### src/rtl/assert_macros.svh
// assertion helpers
`ifndef ASSERT_MACROS_SVH
`define ASSERT_MACROS_SVH
`ifndef SYNTHESIS
`define XBS_ASSERT(label, clk, rst_n, expr) \
	label: assert property (@(posedge clk) disable iff (!rst_n) (expr)) \
	else $error("assertion failed");
`define XBS_ASSERT_NEXT(label, clk, rst_n, pre, post) \
	label: assert property (@(posedge clk) disable iff (!rst_n) (pre) |=> (post)) \
	else $error("assertion failed");
`else
`define XBS_ASSERT(label, clk, rst_n, expr)
`define XBS_ASSERT_NEXT(label, clk, rst_n, pre, post)
`endif
`endif

### src/rtl/xbs_pkg.sv
package xbs_pkg;
	localparam int BLOCK_BYTES = 128;
	localparam int IDX_W = $clog2(BLOCK_BYTES);

	localparam logic [7:0] B_SOH = 8'h01;
	localparam logic [7:0] B_EOT = 8'h04;
	localparam logic [7:0] B_ACK = 8'h06;
	localparam logic [7:0] B_NAK = 8'h15;
	localparam logic [7:0] B_CAN = 8'h18;
	localparam logic [7:0] B_CREQ = 8'h43;
	localparam logic [7:0] B_PAD = 8'h1a;
	localparam logic [7:0] B_FF = 8'hff;
	localparam logic [15:0] CRC_POLY = 16'h1021;

	localparam logic [1:0] REG_MAX_RETRIES = 2'd0;
	localparam logic [1:0] REG_TIMEOUT = 2'd1;
	localparam logic [1:0] REG_CANCEL_ON_FAIL = 2'd2;

	localparam logic [2:0] ERR_NONE = 3'd0;
	localparam logic [2:0] ERR_REMOTE_CAN = 3'd1;
	localparam logic [2:0] ERR_LOCAL_CAN = 3'd2;
	localparam logic [2:0] ERR_BLOCK = 3'd3;
	localparam logic [2:0] ERR_EOT = 3'd4;
	localparam logic [2:0] ERR_NO_START = 3'd5;
	localparam logic [2:0] ERR_READ = 3'd6;

	typedef enum logic [2:0] {
		MODE_IDLE = 3'd0,
		MODE_WAIT_RX = 3'd1,
		MODE_LOADING = 3'd2,
		MODE_WAIT_ACK = 3'd3,
		MODE_WAIT_EOT = 3'd4,
		MODE_DONE = 3'd5,
		MODE_FAILED = 3'd6,
		MODE_CANCELLED = 3'd7
	} mode_t;

	typedef enum logic [2:0] {
		OP_START = 3'd0,
		OP_RX = 3'd1,
		OP_TICK = 3'd2,
		OP_PAYLOAD = 3'd3,
		OP_EOF = 3'd4,
		OP_SRC_ERR = 3'd5,
		OP_PULL = 3'd6,
		OP_CANCEL = 3'd7
	} op_t;

	typedef struct packed {
		logic tx_valid;
		logic [7:0] tx_byte;
		logic tx_last;
		logic need_payload;
		logic [2:0] status;
		logic [2:0] error_code;
		logic [15:0] retries_total;
		logic [31:0] bytes_acked;
		logic rx_ignored;
	} res_t;

	function automatic logic [15:0] crc16_byte(logic [15:0] acc, logic [7:0] b);
		logic [15:0] c;
		c = acc ^ {b, 8'h00};
		for (int k = 0; k < 8; k++)
			c = c[15] ? ((c << 1) ^ CRC_POLY) : (c << 1);
		return c;
	endfunction
endpackage

### src/rtl/xbs_ram.sv
module xbs_ram #(
	parameter int WIDTH = 8,
	parameter int DEPTH = 128
) (
	input logic clk,
	input logic we,
	input logic [$clog2(DEPTH)-1:0] waddr,
	input logic [WIDTH-1:0] wdata,
	input logic [$clog2(DEPTH)-1:0] raddr,
	output logic [WIDTH-1:0] rdata
);
	logic [WIDTH-1:0] mem [DEPTH];

	always_ff @(posedge clk) begin
		if (we)
			mem[waddr] <= wdata;
		rdata <= mem[raddr];
	end
endmodule

### src/rtl/xbs_core.sv
`include "assert_macros.svh"
module xbs_core import xbs_pkg::*; (
	input logic clk,
	input logic arst_n,
	input logic cfg_we,
	input logic [1:0] cfg_index,
	input logic [19:0] cfg_data,
	input logic go,
	input logic [2:0] op,
	input logic [7:0] data_byte,
	input logic chunk_last,
	output res_t res
);
	logic [7:0] max_retries_q;
	logic [19:0] timeout_q;
	logic cof_q;

	mode_t mode_q, n_mode;
	logic [7:0] plen_q, n_plen, bnum_q, n_bnum, att_q, n_att;
	logic [15:0] rtot_q, n_rtot, acc_q, n_acc;
	logic [31:0] acked_q, n_acked;
	logic cseen_q, n_cseen, crc_q, n_crc, lag_q, n_lag;
	logic [19:0] el_q, n_el;
	logic [7:0] emit_q, n_emit, copies_q, n_copies, eot_q, n_eot;
	logic [1:0] can_q, n_can;
	logic [2:0] fault_q, n_fault;

	logic we;
	logic [IDX_W-1:0] raddr;
	logic [7:0] rdata;

	logic active, need;
	logic [32:0] sum;
	logic [19:0] el_inc;
	logic [7:0] pkt_len, num, idx, b, emit_inc;
	logic txv, ign;
	logic [7:0] txb;

	xbs_ram #(.WIDTH(8), .DEPTH(BLOCK_BYTES)) u_ram (
		.clk(clk), .we(we), .waddr(plen_q[IDX_W-1:0]), .wdata(data_byte),
		.raddr(raddr), .rdata(rdata)
	);

	always_ff @(posedge clk or negedge arst_n) begin
		if (!arst_n) begin
			max_retries_q <= 8'd10;
			timeout_q <= 20'd10000;
			cof_q <= 1'b1;
		end else if (cfg_we) begin
			case (cfg_index)
				REG_MAX_RETRIES: max_retries_q <= cfg_data[7:0];
				REG_TIMEOUT: timeout_q <= cfg_data;
				REG_CANCEL_ON_FAIL: cof_q <= cfg_data[0];
				default: ;
			endcase
		end
	end

	always_comb begin
		n_mode = mode_q; n_plen = plen_q; n_bnum = bnum_q; n_att = att_q;
		n_rtot = rtot_q; n_acc = acc_q; n_acked = acked_q; n_cseen = cseen_q;
		n_crc = crc_q; n_lag = lag_q; n_el = el_q; n_emit = emit_q;
		n_copies = copies_q; n_eot = eot_q; n_can = can_q; n_fault = fault_q;
		we = 1'b0; txv = 1'b0; txb = 8'h00; ign = 1'b0;
		active = (mode_q == MODE_WAIT_RX) || (mode_q == MODE_LOADING)
			|| (mode_q == MODE_WAIT_ACK) || (mode_q == MODE_WAIT_EOT);
		need = (mode_q == MODE_LOADING) && (copies_q == 8'd0);
		sum = {1'b0, acked_q} + {25'd0, plen_q};
		el_inc = (el_q != 20'hfffff) ? el_q + 20'd1 : el_q;
		pkt_len = crc_q ? 8'd133 : 8'd132;
		num = bnum_q - {7'd0, lag_q};
		idx = emit_q - 8'd3;
		b = (idx < plen_q) ? rdata : B_PAD;
		emit_inc = emit_q + 8'd1;
		if (go) begin
			case (op_t'(op))
				OP_START: begin
					n_mode = MODE_WAIT_RX; n_plen = '0; n_bnum = 8'd1; n_att = '0;
					n_rtot = '0; n_acc = '0; n_acked = '0; n_el = '0;
					n_cseen = 1'b0; n_crc = 1'b0; n_lag = 1'b0; n_emit = '0;
					n_copies = '0; n_eot = '0; n_can = '0; n_fault = ERR_NONE;
				end
				OP_RX: begin
					if (!active) begin
						ign = 1'b1;
					end else if (data_byte == B_CAN) begin
						if (cseen_q) begin
							n_mode = MODE_CANCELLED; n_fault = ERR_REMOTE_CAN;
						end
						n_cseen = 1'b1;
					end else begin
						n_cseen = 1'b0;
						case (mode_q)
							MODE_WAIT_RX: begin
								if (data_byte == B_CREQ || data_byte == B_NAK) begin
									n_crc = (data_byte == B_CREQ);
									n_att = '0;
									n_mode = MODE_LOADING;
									if (copies_q == 8'd0)
										n_plen = '0;
								end
							end
							MODE_WAIT_ACK: begin
								if (data_byte == B_ACK) begin
									n_acked = sum[32] ? 32'hffffffff : sum[31:0];
									n_copies = (emit_q != 8'd0) ? 8'd1 : 8'd0;
									n_lag = (emit_q != 8'd0) ? 1'b1 : lag_q;
									n_bnum = bnum_q + 8'd1;
									n_att = '0;
									n_mode = MODE_LOADING;
									if (emit_q == 8'd0)
										n_plen = '0;
								end else if (data_byte == B_NAK) begin
									if (att_q >= max_retries_q) begin
										if (cof_q) n_can = 2'd2;
										n_mode = MODE_FAILED; n_fault = ERR_BLOCK;
									end else begin
										n_att = att_q + 8'd1;
										if (rtot_q != 16'hffff) n_rtot = rtot_q + 16'd1;
										if (copies_q != 8'hff) n_copies = copies_q + 8'd1;
										n_el = '0;
									end
								end
							end
							MODE_WAIT_EOT: begin
								if (data_byte == B_ACK) begin
									n_mode = MODE_DONE;
								end else if (data_byte == B_NAK) begin
									if (att_q >= max_retries_q) begin
										if (cof_q) n_can = 2'd2;
										n_mode = MODE_FAILED; n_fault = ERR_EOT;
									end else begin
										n_att = att_q + 8'd1;
										if (rtot_q != 16'hffff) n_rtot = rtot_q + 16'd1;
										if (eot_q != 8'hff) n_eot = eot_q + 8'd1;
										n_el = '0;
									end
								end
							end
							default: ;
						endcase
					end
				end
				OP_TICK: begin
					if (mode_q == MODE_WAIT_RX || mode_q == MODE_WAIT_ACK
							|| mode_q == MODE_WAIT_EOT) begin
						if (el_inc < timeout_q) begin
							n_el = el_inc;
						end else begin
							n_el = '0;
							if (att_q >= max_retries_q) begin
								if (cof_q) n_can = 2'd2;
								n_mode = MODE_FAILED;
								n_fault = (mode_q == MODE_WAIT_RX) ? ERR_NO_START :
									(mode_q == MODE_WAIT_ACK) ? ERR_BLOCK : ERR_EOT;
							end else begin
								n_att = att_q + 8'd1;
								if (rtot_q != 16'hffff) n_rtot = rtot_q + 16'd1;
								if (mode_q == MODE_WAIT_ACK && copies_q != 8'hff)
									n_copies = copies_q + 8'd1;
								if (mode_q == MODE_WAIT_EOT && eot_q != 8'hff)
									n_eot = eot_q + 8'd1;
							end
						end
					end
				end
				OP_PAYLOAD: begin
					if (need) begin
						we = (plen_q < 8'(BLOCK_BYTES));
						n_plen = plen_q + 8'd1;
						if (chunk_last || n_plen >= 8'(BLOCK_BYTES)) begin
							n_copies = 8'd1; n_mode = MODE_WAIT_ACK; n_el = '0;
						end
					end
				end
				OP_EOF: begin
					if (need) begin
						if (plen_q == 8'd0) begin
							n_att = '0;
							if (eot_q != 8'hff) n_eot = eot_q + 8'd1;
							n_mode = MODE_WAIT_EOT;
						end else begin
							n_copies = 8'd1; n_mode = MODE_WAIT_ACK;
						end
						n_el = '0;
					end
				end
				OP_SRC_ERR: begin
					if (mode_q == MODE_LOADING) begin
						if (cof_q) n_can = 2'd2;
						n_mode = MODE_FAILED; n_fault = ERR_READ;
					end
				end
				OP_PULL: begin
					if (copies_q != 8'd0) begin
						txv = 1'b1;
						if (emit_q == 8'd0)
							txb = B_SOH;
						else if (emit_q == 8'd1)
							txb = num;
						else if (emit_q == 8'd2)
							txb = B_FF - num;
						else if (emit_q < 8'(3 + BLOCK_BYTES)) begin
							txb = b;
							if (crc_q)
								n_acc = crc16_byte((idx == 8'd0) ? 16'd0 : acc_q, b);
							else
								n_acc = {8'd0, ((idx == 8'd0) ? 8'd0 : acc_q[7:0]) + b};
						end else if (emit_q == 8'(3 + BLOCK_BYTES) && crc_q)
							txb = acc_q[15:8];
						else
							txb = acc_q[7:0];
						n_emit = emit_inc;
						if (emit_inc >= pkt_len) begin
							n_emit = '0;
							n_copies = copies_q - 8'd1;
							n_lag = 1'b0;
							if (mode_q == MODE_LOADING && n_copies == 8'd0)
								n_plen = '0;
						end
					end else if (eot_q != 8'd0) begin
						txv = 1'b1; txb = B_EOT; n_eot = eot_q - 8'd1;
					end else if (can_q != 2'd0) begin
						txv = 1'b1; txb = B_CAN; n_can = can_q - 2'd1;
					end
				end
				OP_CANCEL: begin
					if (active) begin
						n_can = 2'd2; n_mode = MODE_CANCELLED; n_fault = ERR_LOCAL_CAN;
					end
				end
				default: ;
			endcase
		end
		raddr = IDX_W'(n_emit - 8'd3);
		res.tx_valid = txv;
		res.tx_byte = txb;
		res.tx_last = txv && n_copies == 8'd0 && n_eot == 8'd0 && n_can == 2'd0;
		res.need_payload = (n_mode == MODE_LOADING) && (n_copies == 8'd0);
		res.status = n_mode;
		res.error_code = n_fault;
		res.retries_total = n_rtot;
		res.bytes_acked = n_acked;
		res.rx_ignored = ign;
	end

	always_ff @(posedge clk or negedge arst_n) begin
		if (!arst_n) begin
			mode_q <= MODE_IDLE; plen_q <= '0; bnum_q <= 8'd1; att_q <= '0;
			rtot_q <= '0; acc_q <= '0; acked_q <= '0; cseen_q <= 1'b0;
			crc_q <= 1'b0; lag_q <= 1'b0; el_q <= '0; emit_q <= '0;
			copies_q <= '0; eot_q <= '0; can_q <= '0; fault_q <= ERR_NONE;
		end else begin
			mode_q <= n_mode; plen_q <= n_plen; bnum_q <= n_bnum; att_q <= n_att;
			rtot_q <= n_rtot; acc_q <= n_acc; acked_q <= n_acked; cseen_q <= n_cseen;
			crc_q <= n_crc; lag_q <= n_lag; el_q <= n_el; emit_q <= n_emit;
			copies_q <= n_copies; eot_q <= n_eot; can_q <= n_can; fault_q <= n_fault;
		end
	end

	`XBS_ASSERT(a_emit_range, clk, arst_n, emit_q < 8'd133)
	`XBS_ASSERT(a_lag_one_copy, clk, arst_n, !lag_q || copies_q == 8'd1)
	`XBS_ASSERT(a_load_bound, clk, arst_n, plen_q <= 8'(BLOCK_BYTES))
endmodule

### src/rtl/xmodem_block_sender.sv
// an accepted word is held in the input register, and its result is then held in the result register
// throughput: one word per cycle while out_stall does not hold the output, every operation including a pull
// the packet store is a 128-byte ram read one byte ahead of the pull position
// reset: asynchronous, active low; idle, counters clear, block number one, registers at defaults
`include "assert_macros.svh"
module xmodem_block_sender import xbs_pkg::*; (
	input logic clk,
	input logic arst_n,
	input logic cfg_we,
	input logic [1:0] cfg_index,
	input logic [19:0] cfg_data,
	input logic in_valid,
	output logic in_stall,
	input logic [2:0] op,
	input logic [7:0] data_byte,
	input logic chunk_last,
	output logic out_valid,
	input logic out_stall,
	output logic tx_valid,
	output logic [7:0] tx_byte,
	output logic tx_last,
	output logic need_payload,
	output logic [2:0] status,
	output logic [2:0] error_code,
	output logic [15:0] retries_total,
	output logic [31:0] bytes_acked,
	output logic rx_ignored
);
	logic valid_s1, adv, go;
	logic [2:0] op_s1;
	logic [7:0] data_s1;
	logic last_s1;
	res_t res, res_s2;

	assign adv = !out_valid || !out_stall;
	assign in_stall = valid_s1 && !adv;
	assign go = valid_s1 && adv;

	always_ff @(posedge clk or negedge arst_n) begin
		if (!arst_n) begin
			valid_s1 <= 1'b0;
			out_valid <= 1'b0;
		end else begin
			if (!in_stall)
				valid_s1 <= in_valid;
			if (adv)
				out_valid <= valid_s1;
		end
	end

	always_ff @(posedge clk) begin
		if (in_valid && !in_stall) begin
			op_s1 <= op;
			data_s1 <= data_byte;
			last_s1 <= chunk_last;
		end
		if (go)
			res_s2 <= res;
	end

	xbs_core u_core (
		.clk(clk), .arst_n(arst_n), .cfg_we(cfg_we), .cfg_index(cfg_index),
		.cfg_data(cfg_data), .go(go), .op(op_s1), .data_byte(data_s1),
		.chunk_last(last_s1), .res(res)
	);

	assign tx_valid = res_s2.tx_valid;
	assign tx_byte = res_s2.tx_byte;
	assign tx_last = res_s2.tx_last;
	assign need_payload = res_s2.need_payload;
	assign status = res_s2.status;
	assign error_code = res_s2.error_code;
	assign retries_total = res_s2.retries_total;
	assign bytes_acked = res_s2.bytes_acked;
	assign rx_ignored = res_s2.rx_ignored;

	`XBS_ASSERT_NEXT(a_s1_hold, clk, arst_n, valid_s1 && !adv, valid_s1)
	`XBS_ASSERT(a_last_valid, clk, arst_n, !out_valid || !tx_last || tx_valid)
	`XBS_ASSERT_NEXT(a_out_hold, clk, arst_n, go, out_valid)
endmodule
### config.mk
export PLATFORM = sky130hd
export DESIGN_NAME = xmodem_block_sender
export DESIGN_NICKNAME = d
export VERILOG_FILES = /design/src/rtl/xbs_pkg.sv /design/src/rtl/xbs_ram.sv /design/src/rtl/xbs_core.sv /design/src/rtl/xmodem_block_sender.sv
export VERILOG_INCLUDE_DIRS = /design/src /design/src/rtl
export SDC_FILE = /design/constraint.sdc
export NUM_CORES = 2
export LEC_CHECK = 0
export BUFFER_PORTS_ARGS = -buffer_cell sky130_fd_sc_hd__buf_4
export CORE_ASPECT_RATIO = 1.5
export CORE_MARGIN = 4
export CORE_UTILIZATION = 25
export DETAILED_ROUTE_END_ITERATION = 10
export MAX_ROUTING_LAYER = met4
export PLACE_DENSITY_LB_ADDON = 0.12
export RECOVER_POWER = 25
export SLEW_MARGIN = 5
export SYNTH_ARGS = -nofsm -noshare
export SYNTH_HDL_FRONTEND = slang
export SYNTH_HIERARCHICAL = 1
export SYNTH_SLANG_ARGS = --single-unit
### constraint.sdc
create_clock -name clk -period 15.55 [get_ports clk]
set_input_delay 0.7775 -clock clk [delete_from_list [all_inputs] [get_ports clk]]
set_output_delay 0.7775 -clock clk [all_outputs]
set_load 0.03 [all_outputs]
==> results.py <==
metrics = {
    "outcome": {
        "status": "finished, violations left",
        "violations": "max-capacitance violations, max-slew violations",
    },
    "power": {
        "vdd_ir_drop_max_mv": 0.0783,
        "p_leak_nw": 22.1,
        "pwr-share-clk": 0.378,
        "p_switching_mw": 2.54,
        "swShare": 0.276,
        "p_seq_frac": 0.427,
        "power_density_nw_per_um2": 139,
        "p_comb_frac": 0.195,
        "intPower_mw": 6.65,
    },
    "sta": {
        "setup_tns_ns": 0,
        "worst_pin_slew_ns": 6.21,
        "slew_violations": 731,
        "hold_violations": 0,
        "rsz0062_at_grt": "false",
        "maxSlewHeadroom": -3.14,
        "fin_crit_ns": 8.88,
        "worst_hold_slack_ns": 0.193,
        "final-setup-viol-count": 0,
        "clock.fmax_mhz": 113,
        "finalCritPeriodShare": 0.571,
        "finalClockSkew_ns": 0.0575,
    },
    "place": {
        "gp_congestion": 0.882,
        "place_inst": 6607,
        "io_buffers": 106,
        "hpwlAfterDp_um": 122000,
    },
    "final_layout": {
        "nets": 3856,
        "fin_cells": 6864,
        "layout-drive-gt1-share": 0.225,
        "post-route-util": 0.294,
        "area_delta_synth_final_pct": 17.1,
    },
    "worst_setup_path": {
        "reg2reg_to": "tx_last",
        "worstPathRequired_ns": 16.10,
        "cp-start-kind": "flop",
        "r2r_slack_ns": 6.67,
        "crit_arrival_ns": 9.43,
        "end_kind": "flop",
        "worst_path_max_delay_cell": "clkbuf_1",
        "reg2regPathDepth": 12,
        "path_class": "flop to flop",
        "startpoint": "data_s1[2]",
        "cp_max_fo": 132,
        "crit_chain": "clkbuf_1 -> nand2b_1 -> nor4_4 -> buf_4 -> nand2_1 -> a21oi_1 -> nor2_1 -> a211o_1 -> a211oi_1 -> o211a_1 -> nand4b_1 -> nor4_2",
        "r2r-start": "data_s1[2]",
        "slowest_delay_ns": 4.17,
    },
    "synth": {
        "synth_area_per_cell_um2": 15.9,
        "yosysTopAreaCell": "edfxtp_1",
        "netlist_top_cells_count": "edfxtp_1, mux4_2, nor2_1",
        "syn-num-nets": 3645,
        "synth_seq_area_share": 0.668,
        "yosysTopAreaCellShare": 0.588,
        "synth_warnings": 6,
        "synth_flop_cell": "edfxtp_1",
        "ys_types": 103,
        "ys_async_sr_fraction": 0.136,
        "synth.cell_area_um2": 56300,
        "synth_seq_cells": 1284,
        "synthCells": 3535,
        "synth_most_common_cell": "edfxtp_1",
        "synthTopCellsByArea": "edfxtp_1, mux4_2, dfrtp_1",
        "synth_edf_count": 1102,
    },
    "floorplanning": {
        "design.portCount": 107,
        "die_w_um": 395,
        "rows": 213,
        "initial_core_util": 0.251,
        "core_um2": 224000,
        "die_y_um": 589,
        "die_area_um2": 233000,
    },
    "cts": {
        "clk-insertion-delay-late_ns": 0.79,
        "cts_resized": 0,
        "clock_path_buffers": 4,
        "htreeDepth": 4,
        "cts_root_buf": "clkbuf_16",
        "path_clk_slew_ns": 0.06,
        "cts_sinks": 1284,
        "cts_inserted_buffers": 147,
        "cts_tree": "yes",
        "postCtsHoldBufs": 0,
        "post-cts-setup-buffers": 0,
    },
    "routing": {
        "dr.first_iter.drc_count": 2107,
        "drc": 0,
        "post_drt_via_cell_ratio": 4.73,
        "wl_per_cell_um": 26.4,
        "drt_first_pass_iters": 8,
        "antenna_left": 0,
        "finalWirelength_um": 181000,
        "vias": 32493,
    },
    "min_path": {
        "min_path_type": "input pin to flop",
        "hold_depth": 1,
        "hold_end": "data_s1[7]",
        "min-delay-start": "data_byte[7]",
    },
    "global_route": {
        "grt_pass1_wl_um": 260000,
        "grt_max_degree": 133,
        "grt_pass1_vias": 34500,
        "grt_use_total": 0.158,
        "antenna_found_initial": 3,
        "gr-total-overflow": 0,
    },
    "flow_run": {
        "maxCapViolCount": 11,
    },
}
## how the worst max path moves through the flow
stage	to	slack, ns	depth (start not counted)
after floorplan	u_core/u_ram/rdata[0]	5.10	15
after CTS	u_core/u_ram/rdata[1]	7.15	14
after detailed placement	u_core/u_ram/rdata[1]	7.06	18
final	tx_last	6.67	12
after global placement	u_core/u_ram/rdata[1]	7.10	18
after global routing	tx_last	5.63	12
## final cells by class
type	count	area [um2]
tap	3010	3770
timing repair buffer	247	1800
inverter	85	319
antenna	3	7.51
sequential	1284	37600
fill	22242	158000
clock inverter	75	782
clock buffer	179	3940
multi-input combinational	1981	17700
## per-stage QoR
step	area [um2]	total power [mW]	setup slack [ns]
floorplan	56300	5.17	5.10
global placement	61300	5.86	7.10
detailed placement	61300	5.85	7.06
CTS	66000	9.38	7.15
global route	65900	9.59	5.63
finish	65900	9.19	6.67
## kinds of logic after synthesis
kind of cell / count (synthesis) / synth area share
DFF: 1284 / 0.668
muxes: 389 / 0.145
adders and majority gates: 71 / 0.0161
xor gates and xnor gates: 96 / 0.0152
and+or+nand+nor: 898 / 0.0764
buffers and inverters: 270 / 0.0195
AOI/OAI and AO/OA: 527 / 0.0598
## cells in the final DEF, fill, tap and decap left out, types with 10 or more instances in the layout
master and instances:
xor2_1 38, nand3_1 90, ha_1 68, buf_4 219, dfrtp_1 165, or2_2 10, nor2b_1 20, clkbuf_1 39
clkinv_1 21, clkbuf_16 151, clkbuf_4 10, o22ai_1 13, edfxtp_1 1102, mux4_2 336, o31ai_1 16, nand4_1 37
mux2i_1 19, clkinv_2 20, and3_1 28, nor3_1 38, bufinv_16 14, a22o_1 12, inv_1 84, nand2_1 233
o21a_1 11, o211ai_1 10, nand2b_1 17, a21oi_1 117, a211oi_1 24, a311oi_1 11, xnor2_1 52, o21ai_0 159
mux2_2 33, and2_1 25, nor2_1 305, or3_1 14, a31oi_1 35
## worst max-delay path: cells and delay by family (launching register included)
family                 cells  cell delay [ns]
buffers and inverters      2             4.46
AND/OR/NAND/NOR            6             2.24
AO/OA/AOI/OAI              4             1.61
flip-flops                 1             0.31
## state kept, by name, summed over array words and instances (netlist names), 16 cells and up
| name | flops |
|---|---|
| u_core/u_ram/mem | 1024 |
| bytes_acked | 32 |
| u_core/acked_q | 32 |
| u_core/el_q | 20 |
| u_core/timeout_q | 20 |
| retries_total | 16 |
| u_core/acc_q | 16 |
| u_core/rtot_q | 16 |
## metal layers
| metal | GRT usage | up-vias | routed length, um |
|---|---|---|---|
| li1 | - | 14405 | - |
| met1 | 0.167 | 17136 | 66800 |
| met2 | 0.306 | 685 | 104000 |
| met3 | 0.0161 | 267 | 4850 |
| met4 | 0.0500 | 0 | 5910 |
| met5 | - | - | 0 |
## power groups by stage
stage	clock, mW	combinational, mW	sequential, mW
floorplan	0	1.18	3.98
global placement	0	1.87	3.99
detailed placement	0	1.86	3.99
CTS	3.59	1.87	3.92
global route	3.73	1.93	3.93
finish	3.47	1.79	3.92
(Power assumes the default switching activity.)
